--- src/bmhq_pkg.sv ---
`default_nettype none

package bmhq_pkg;

  localparam int CAPACITY = 64;
  localparam int ADDR_W   = $clog2(CAPACITY);
  localparam int CNT_W    = $clog2(CAPACITY + 1);
  localparam int KEY_W    = 16;
  localparam int ID_W     = 8;

  localparam int IN_DATA_W  = ((KEY_W + ID_W + 7) / 8) * 8;
  localparam int OUT_DATA_W = ((KEY_W + ID_W + CNT_W + 7) / 8) * 8;

  localparam logic KIND_INSERT  = 1'b0;
  localparam logic KIND_EXTRACT = 1'b1;

  typedef enum logic [1:0] {
    ST_INSERTED = 2'd0,
    ST_REMOVED  = 2'd1,
    ST_EMPTY    = 2'd2,
    ST_FULL     = 2'd3
  } status_code_t;

  typedef struct packed {
    logic [KEY_W-1:0] key;
    logic [ID_W-1:0]  ident;
  } entry_t;

  // Commands from the controller to the datapath.
  typedef struct packed {
    logic         ins_start;
    logic         up_rd;
    logic         up_move;
    logic         ex_rd;
    logic         ex_load;
    logic         dn_rd;
    logic         dn_move;
    logic         wr_hold;
    logic         out_load;
    status_code_t code;
  } cmd_t;

  // Status from the datapath to the controller.
  typedef struct packed {
    logic full;
    logic empty;
    logic up_more;
    logic up_swap;
    logic dn_more;
    logic dn_swap;
  } stat_t;

endpackage

`default_nettype wire

--- src/bmhq_ctrl.sv ---
`default_nettype none

module bmhq_ctrl import bmhq_pkg::*; (
  input  wire logic clk,
  input  wire logic rst_n,
  input  wire logic in_valid,
  input  wire logic in_kind,
  output logic      in_ready,
  output logic      out_valid,
  input  wire logic out_ready,
  input  wire stat_t st,
  output cmd_t      cmd
);

  typedef enum logic [2:0] {
    S_IDLE,
    S_UP_CHK,
    S_UP_CMP,
    S_EX_LD,
    S_DN_CHK,
    S_DN_CMP,
    S_RESP
  } state_t;

  state_t       state_r, state_nxt;
  status_code_t code_r, code_nxt;
  logic         out_valid_r, out_valid_nxt;

  assign in_ready  = (state_r == S_IDLE);
  assign out_valid = out_valid_r;

  always_comb begin
    state_nxt     = state_r;
    code_nxt      = code_r;
    cmd           = '0;
    cmd.code      = code_r;
    out_valid_nxt = out_valid_r;
    if (out_valid_r && out_ready) begin
      out_valid_nxt = 1'b0;
    end
    unique case (state_r)
      S_IDLE: begin
        if (in_valid) begin
          if (in_kind == KIND_INSERT) begin
            if (st.full) begin
              code_nxt  = ST_FULL;
              state_nxt = S_RESP;
            end else begin
              cmd.ins_start = 1'b1;
              code_nxt      = ST_INSERTED;
              state_nxt     = S_UP_CHK;
            end
          end else begin
            if (st.empty) begin
              code_nxt  = ST_EMPTY;
              state_nxt = S_RESP;
            end else begin
              cmd.ex_rd = 1'b1;
              code_nxt  = ST_REMOVED;
              state_nxt = S_EX_LD;
            end
          end
        end
      end
      S_UP_CHK: begin
        if (st.up_more) begin
          cmd.up_rd = 1'b1;
          state_nxt = S_UP_CMP;
        end else begin
          cmd.wr_hold = 1'b1;
          state_nxt   = S_RESP;
        end
      end
      S_UP_CMP: begin
        if (st.up_swap) begin
          cmd.up_move = 1'b1;
          state_nxt   = S_UP_CHK;
        end else begin
          cmd.wr_hold = 1'b1;
          state_nxt   = S_RESP;
        end
      end
      S_EX_LD: begin
        cmd.ex_load = 1'b1;
        state_nxt   = S_DN_CHK;
      end
      S_DN_CHK: begin
        if (st.dn_more) begin
          cmd.dn_rd = 1'b1;
          state_nxt = S_DN_CMP;
        end else begin
          cmd.wr_hold = 1'b1;
          state_nxt   = S_RESP;
        end
      end
      S_DN_CMP: begin
        if (st.dn_swap) begin
          cmd.dn_move = 1'b1;
          state_nxt   = S_DN_CHK;
        end else begin
          cmd.wr_hold = 1'b1;
          state_nxt   = S_RESP;
        end
      end
      S_RESP: begin
        // The result register takes a new request once its old one has left.
        if (!out_valid_r || out_ready) begin
          cmd.out_load  = 1'b1;
          out_valid_nxt = 1'b1;
          state_nxt     = S_IDLE;
        end
      end
      default: begin
        state_nxt = S_IDLE;
      end
    endcase
  end

  always_ff @(posedge clk) begin
    if (!rst_n) begin
      state_r     <= S_IDLE;
      code_r      <= ST_INSERTED;
      out_valid_r <= 1'b0;
    end else begin
      state_r     <= state_nxt;
      code_r      <= code_nxt;
      out_valid_r <= out_valid_nxt;
    end
  end

endmodule

`default_nettype wire

--- src/bmhq_dp.sv ---
`default_nettype none

module bmhq_dp import bmhq_pkg::*; (
  input  wire logic             clk,
  input  wire logic             rst_n,
  input  wire cmd_t             cmd,
  input  wire logic [KEY_W-1:0] in_key,
  input  wire logic [ID_W-1:0]  in_ident,
  output stat_t                 st,
  output status_code_t          res_status,
  output logic [KEY_W-1:0]      res_key,
  output logic [ID_W-1:0]       res_ident,
  output logic [CNT_W-1:0]      res_occupancy
);

  entry_t mem [CAPACITY];

  logic [CNT_W-1:0] cnt_r, cnt_nxt;
  logic [CNT_W-1:0] pos_r, pos_nxt;
  entry_t           e_r, e_nxt;
  entry_t           root_r, root_nxt;
  entry_t           rd0_r, rd1_r;

  status_code_t     ost_r;
  logic [KEY_W-1:0] okey_r;
  logic [ID_W-1:0]  oid_r;
  logic [CNT_W-1:0] occ_r;

  logic [CNT_W-1:0]  parent_pos;
  logic [CNT_W:0]    child_pos;
  logic [CNT_W:0]    cnt_ext;
  logic              right_ok;
  entry_t            chosen;
  logic [CNT_W:0]    chosen_pos;
  logic              rd_en;
  logic [ADDR_W-1:0] ra0, ra1, wa;
  logic              we;
  entry_t            wd;
  logic [CNT_W:0]    child_m1;

  // One-based heap position to storage address.
  function automatic logic [ADDR_W-1:0] addr_of(input logic [CNT_W-1:0] p);
    logic [CNT_W-1:0] a;
    a = p - CNT_W'(1);
    return a[ADDR_W-1:0];
  endfunction

  assign parent_pos = pos_r >> 1;
  assign child_pos  = {pos_r, 1'b0};
  assign cnt_ext    = {1'b0, cnt_r};
  assign child_m1   = child_pos - (CNT_W+1)'(1);

  // The right child wins only when it exists and is strictly smaller.
  assign right_ok   = (child_pos < cnt_ext) && (rd1_r.key < rd0_r.key);
  assign chosen     = right_ok ? rd1_r : rd0_r;
  assign chosen_pos = right_ok ? child_pos + (CNT_W+1)'(1) : child_pos;

  assign st.full    = (cnt_r == CNT_W'(CAPACITY));
  assign st.empty   = (cnt_r == '0);
  assign st.up_more = (pos_r > CNT_W'(1));
  assign st.up_swap = (e_r.key < rd0_r.key);
  assign st.dn_more = (child_pos <= cnt_ext);
  assign st.dn_swap = !(e_r.key < chosen.key);

  always_comb begin
    rd_en = cmd.up_rd | cmd.ex_rd | cmd.dn_rd;
    ra0   = addr_of(parent_pos);
    ra1   = addr_of(cnt_r);
    if (cmd.ex_rd) begin
      ra0 = '0;
    end else if (cmd.dn_rd) begin
      ra0 = child_m1[ADDR_W-1:0];
      ra1 = child_pos[ADDR_W-1:0];
    end
    we = cmd.up_move | cmd.dn_move | cmd.wr_hold;
    wa = addr_of(pos_r);
    wd = e_r;
    if (cmd.up_move) begin
      wd = rd0_r;
    end else if (cmd.dn_move) begin
      wd = chosen;
    end
  end

  always_ff @(posedge clk) begin
    if (we) begin
      mem[wa] <= wd;
    end
    if (rd_en) begin
      rd0_r <= mem[ra0];
      rd1_r <= mem[ra1];
    end
  end

  always_comb begin
    cnt_nxt  = cnt_r;
    pos_nxt  = pos_r;
    e_nxt    = e_r;
    root_nxt = root_r;
    if (cmd.ins_start) begin
      e_nxt   = '{key: in_key, ident: in_ident};
      cnt_nxt = cnt_r + CNT_W'(1);
      pos_nxt = cnt_r + CNT_W'(1);
    end
    if (cmd.ex_load) begin
      root_nxt = rd0_r;
      e_nxt    = rd1_r;
      cnt_nxt  = cnt_r - CNT_W'(1);
      pos_nxt  = CNT_W'(1);
    end
    if (cmd.up_move) begin
      pos_nxt = parent_pos;
    end
    if (cmd.dn_move) begin
      pos_nxt = chosen_pos[CNT_W-1:0];
    end
  end

  always_ff @(posedge clk) begin
    if (!rst_n) begin
      cnt_r <= '0;
    end else begin
      cnt_r <= cnt_nxt;
    end
    pos_r  <= pos_nxt;
    e_r    <= e_nxt;
    root_r <= root_nxt;
    if (cmd.out_load) begin
      ost_r <= cmd.code;
      occ_r <= cnt_r;
      if (cmd.code == ST_REMOVED) begin
        okey_r <= root_r.key;
        oid_r  <= root_r.ident;
      end else begin
        okey_r <= '0;
        oid_r  <= '0;
      end
    end
  end

  assign res_status    = ost_r;
  assign res_key       = okey_r;
  assign res_ident     = oid_r;
  assign res_occupancy = occ_r;

endmodule

`default_nettype wire

--- src/binary_min_heap_queue.sv ---
`default_nettype none

// Channel  Direction  tuser           tdata
// in_      request    kind            entry_key, entry_ident
// out_     result     status          out_key, out_ident, occupancy
//
// An insert climbs the heap level by level and an extract descends it;
// each level needs a registered memory read and a compare before the next
// address is known. Full and empty requests skip the walk and go straight
// to the result. Reset empties the heap at once.
// A waiting result holds its register; the next request is still taken.

module binary_min_heap_queue import bmhq_pkg::*; (
  input  wire logic                  clk,
  input  wire logic                  rst_n,
  input  wire logic                  in_tvalid,
  output logic                       in_tready,
  input  wire logic [IN_DATA_W-1:0]  in_tdata,   // entry_key, entry_ident
  input  wire logic                  in_tuser,   // kind
  output logic                       out_tvalid,
  input  wire logic                  out_tready,
  output logic [OUT_DATA_W-1:0]      out_tdata,  // out_key, out_ident, occupancy, zero pad
  output logic [1:0]                 out_tuser   // status
);

  cmd_t             cmd;
  stat_t            st;
  status_code_t     res_status;
  logic [KEY_W-1:0] res_key;
  logic [ID_W-1:0]  res_ident;
  logic [CNT_W-1:0] res_occupancy;

  bmhq_ctrl u_ctrl (
    .clk       (clk),
    .rst_n     (rst_n),
    .in_valid  (in_tvalid),
    .in_kind   (in_tuser),
    .in_ready  (in_tready),
    .out_valid (out_tvalid),
    .out_ready (out_tready),
    .st        (st),
    .cmd       (cmd)
  );

  bmhq_dp u_dp (
    .clk           (clk),
    .rst_n         (rst_n),
    .cmd           (cmd),
    .in_key        (in_tdata[KEY_W-1:0]),
    .in_ident      (in_tdata[KEY_W+ID_W-1:KEY_W]),
    .st            (st),
    .res_status    (res_status),
    .res_key       (res_key),
    .res_ident     (res_ident),
    .res_occupancy (res_occupancy)
  );

  assign out_tuser = res_status;
  assign out_tdata = OUT_DATA_W'({res_occupancy, res_ident, res_key});

endmodule

`default_nettype wire
--- config.mk ---
export PLATFORM = sky130hd
export DESIGN_NAME = binary_min_heap_queue
export DESIGN_NICKNAME = d
export VERILOG_FILES = /design/src/bmhq_pkg.sv /design/src/bmhq_ctrl.sv /design/src/bmhq_dp.sv /design/src/binary_min_heap_queue.sv
export SDC_FILE = /design/constraint.sdc
export NUM_CORES = 2
export LEC_CHECK = 0
export ABC_AREA = 1
export ABC_CLOCK_PERIOD_IN_PS = 8200
export BUFFER_PORTS_ARGS = -buffer_cell sky130_fd_sc_hd__buf_2
export CELL_PAD_IN_SITES_DETAIL_PLACEMENT = 1
export CELL_PAD_IN_SITES_GLOBAL_PLACEMENT = 1
export CORE_ASPECT_RATIO = 0.75
export CORE_MARGIN = 2
export CORE_UTILIZATION = 45
export DETAILED_ROUTE_END_ITERATION = 8
export PLACE_DENSITY_LB_ADDON = 0.15
export SETUP_SLACK_MARGIN = 0.15
export SLEW_MARGIN = 0
export SYNTH_ARGS = -nofsm -noshare
export SYNTH_HDL_FRONTEND = slang
export SYNTH_SLANG_ARGS = --single-unit
export TNS_END_PERCENT = 10
--- constraint.sdc ---
create_clock -name clk -period 8.2 [get_ports clk]
set_clock_uncertainty 0.2 [all_clocks]
set_input_delay 1.64 -clock clk [delete_from_list [all_inputs] [get_ports clk]]
set_output_delay 1.64 -clock clk [all_outputs]
set_load 0.02 [all_outputs]
==> results by group <==
Clock network
  – Max H-tree Level: 4
  – CTS root buf: clkbuf_16
  – Post-CTS Setup Inserts: 0
  – CTS max path bufs: 3
  – CTS tree: done
  – Hold-fix buffers, CTS: 0
  – Clock Pin Slew Worst Setup and Hold Paths: 0.06 ns
  – Insertion delay to the later sink of the worst-skew pair: 0.85 ns
  – Clk sinks: 1685
  – Post_cts resized: 0
  – Num CTS Buffers: 176

STA
  – Final hold viol count: 0
  – Worst slew pin tran: 1.27 ns
  – Slew Limit Fails: 0
  – RSZ-0062 raised after global routing: no
  – TNS Setup: 0 ns
  – Final setup vio count: 0
  – Fin crit period: 7.06 ns
  – Final worst-path cycle share: 0.861
  – Max-slew headroom: 0.154
  – Peak Freq: 142 MHz

Routing
  – Routed wire length: 312 mm
  – First-pass DRT Iterations: 6
  – Routed vias/inst: 6.42
  – WL/cell: 29.1 um
  – Vias: 68800
  – DRC: 0
  – Iter 0 DRT Violations: 8407
  – Antenna violation net count after detailed routing: 0

Floorplan
  – Chip width: 502 um
  – DIE AREA: 190000 um2
  – Core box area: 186000 um2
  – Starting Density: 0.452
  – Row count: 137
  – Vert. Die Dim: 378 um
  – Top Ports: 65

Final layout
  – Final #Nets: 8160
  – Multi-input gate area: 28500 um2
  – FF+latch area: 50500 um2
  – Layout cell share with drive strength beyond 1: 0.0733
  – P&R area growth vs syn: 10.3%
  – Fill cell count: 20100

Placement
  – Hpwl dp: 193 mm
  – Gpl congestion: 0.916
  – IO Port Bufs: 63

Synthesis
  – Avg Inst Size Synth: 10.0 um2
  – Synth Cell Area: 83900 um2
  – Mapped Nets: 8447
  – Count leader, synth: edfxtp_1
  – Post-synth EDFFs: 1672
  – Top post-synthesis cells by count: 1672 x edfxtp_1, 981 x nand3_1, 898 x o211ai_1
  – Cells after synthesis: 8360
  – FF+latch count, synth: 1685
  – Synth top area share: 0.599
  – Synth Warn #: 0
  – Area leader, netlist: edfxtp_1
  – Top cells by area, synth: edfxtp_1 60%, o211ai_1 8.0%, nand3_1 5.9%, o21ai_0 4.8%, a21oi_1 4.0%
  – Synth async-reset ratio: 0
  – Synth cell types: 46
  – Most common flop cell mapped by yosys: edfxtp_1
  – Register area share after synthesis: 0.602

Critical path
  – Critical path's most frequent cell: nand2_1
  – Worst EP required: 8.56 ns
  – Critical Path AT: 7.43 ns
  – Largest stage delay on the critical path: 0.97 ns
  – CP Class: reg2reg
  – Worst Setup Start Kind: register
  – CP Cell Sequence: ha_1 > nand3_1 > nor2_1 > nor2_1 > nand2_1 > nor2_4 > nand2_1 > o21ai_0 > ha_1 > nand2_1 > inv_1 > nand3_1 > a31oi_1 > a2111oi_0 > nand2_1 > nand2_2 > nand2_4 > nor2_4 > nor2_4 > buf_4
  – Slowest stage cell, crit path: nor2_4
  – Critical path peak fanout: 32
  – R2r setup slk: 1.14 ns
  – Crit. End Element: register

Run status
  – Outcome: complete, no violations

Global route
  – Total Routing Usage GR: 0.323
  – Total gr overflow: 0
  – Initial antenna violation count: 5
  – Vias in the first global route: 67800
  – First-pass GRT wire length: 456 mm
  – Largest net degree at the start of global routing: 176

Job
  – Max Cap Viol: 0

Worst hold path
  – Hold WC Path Type: reg2reg
## path summary, 6_finish.rpt
path	start	to	cells past startpoint
worst max register to register	u_dp.pos_r[0]	u_dp.mem[39][5]	20
worst min register to register	u_ctrl.code_r[1]	u_dp.res_status[1]	0
worst min-delay path	u_ctrl.code_r[1]	u_dp.res_status[1]	0
worst max-delay path	u_dp.pos_r[0]	u_dp.mem[39][5]	20
## state kept, by name, indices dropped and copies added, names as in the netlist
name                cells
u_dp.e_r               24
u_dp.res_ident          8
u_dp.pos_r              7
u_dp.mem             1536
u_ctrl.state_r          3
u_ctrl.code_r           2
u_dp.res_status         2
u_dp.res_occupancy      7
u_dp.cnt_r              7
u_dp.rd0_r             24
u_ctrl.out_valid        1
u_dp.rd1_r             24
u_dp.root_r            24
u_dp.res_key           16
## critical path: cells and delay by family, from the launching register on
kind / cells / cell delay [ns]
and+or+nand+nor: 13 / 3.70
AOI/OAI and AO/OA: 3 / 1.12
adders and majority gates: 2 / 0.69
DFF: 1 / 0.60
buffers and inverters: 2 / 0.41
## cell families after synthesis
kind of cell	Yosys count	synth area share
AOI/OAI and AO/OA	2614	0.190
xor gates and xnor gates	10	0.00104
adders and majority gates	58	0.00865
buffers and inverters	1426	0.0678
DFF	1685	0.602
other	1	0.0000447
and+or+nand+nor	2566	0.131
## through the flow
stage | setup WS, ns | instances | hold WS (ns) | area (um2) | util
floorplan | 1.62 | 8360 | 0.208 | 83900 | -
global placement | 1.43 | 10400 | 0.218 | 86900 | 0.468
detailed placement | 1.33 | 10400 | 0.243 | 86900 | 0.468
CTS | 1.22 | 10700 | 0.261 | 92500 | 0.498
global route | 0.671 | 10700 | 0.262 | 92500 | 0.498
finish | 1.14 | 10700 | 0.258 | 92500 | 0.498
## cells in the final DEF, fill, tap and decap left out, drive strengths merged, types with 4 or more instances in the layout
cell type	Yosys	final
o31ai	121	121
buf	313	224
xor2	8	8
o21bai	8	8
nor3	20	20
o22ai	4	4
a31oi	7	7
nand2	890	890
or2	12	12
ha	58	58
clkinv	2	84
o21ai	851	851
o211ai	898	898
nand4	5	5
a21oi	668	668
clkbuf	376	210
inv	735	743
o311ai	48	48
clkinvlp	0	6
edfxtp	1672	1672
dfxtp	13	13
bufinv	0	13
nor2	654	654
nand3	982	982
## per-layer routing
| layer | share of wire | vias to the layer above | track usage |
|---|---|---|---|
| met5 | 0.00014 | - | 0 |
| met3 | 0.086 | 589 | 0.0537 |
| met4 | 0.042 | 6 | 0.128 |
| met1 | 0.44 | 35000 | 0.470 |
| li1 | - | 29900 | - |
| met2 | 0.44 | 3178 | 0.480 |
## final cells by class
cell class	count	share of cell area
inverters	737	0.0303
clock buffers	210	0.0498
flip-flops and latches	1685	0.546
well taps	2502	0.0338
diodes	1	0.0000271
repair buffers	224	0.0211
clock inverters	109	0.0112
multi-input cells	5249	0.308
Power is left out: the tool's default activity adds up to more than one toggle a clock period on the data nets, which glitch-free logic cannot reach.
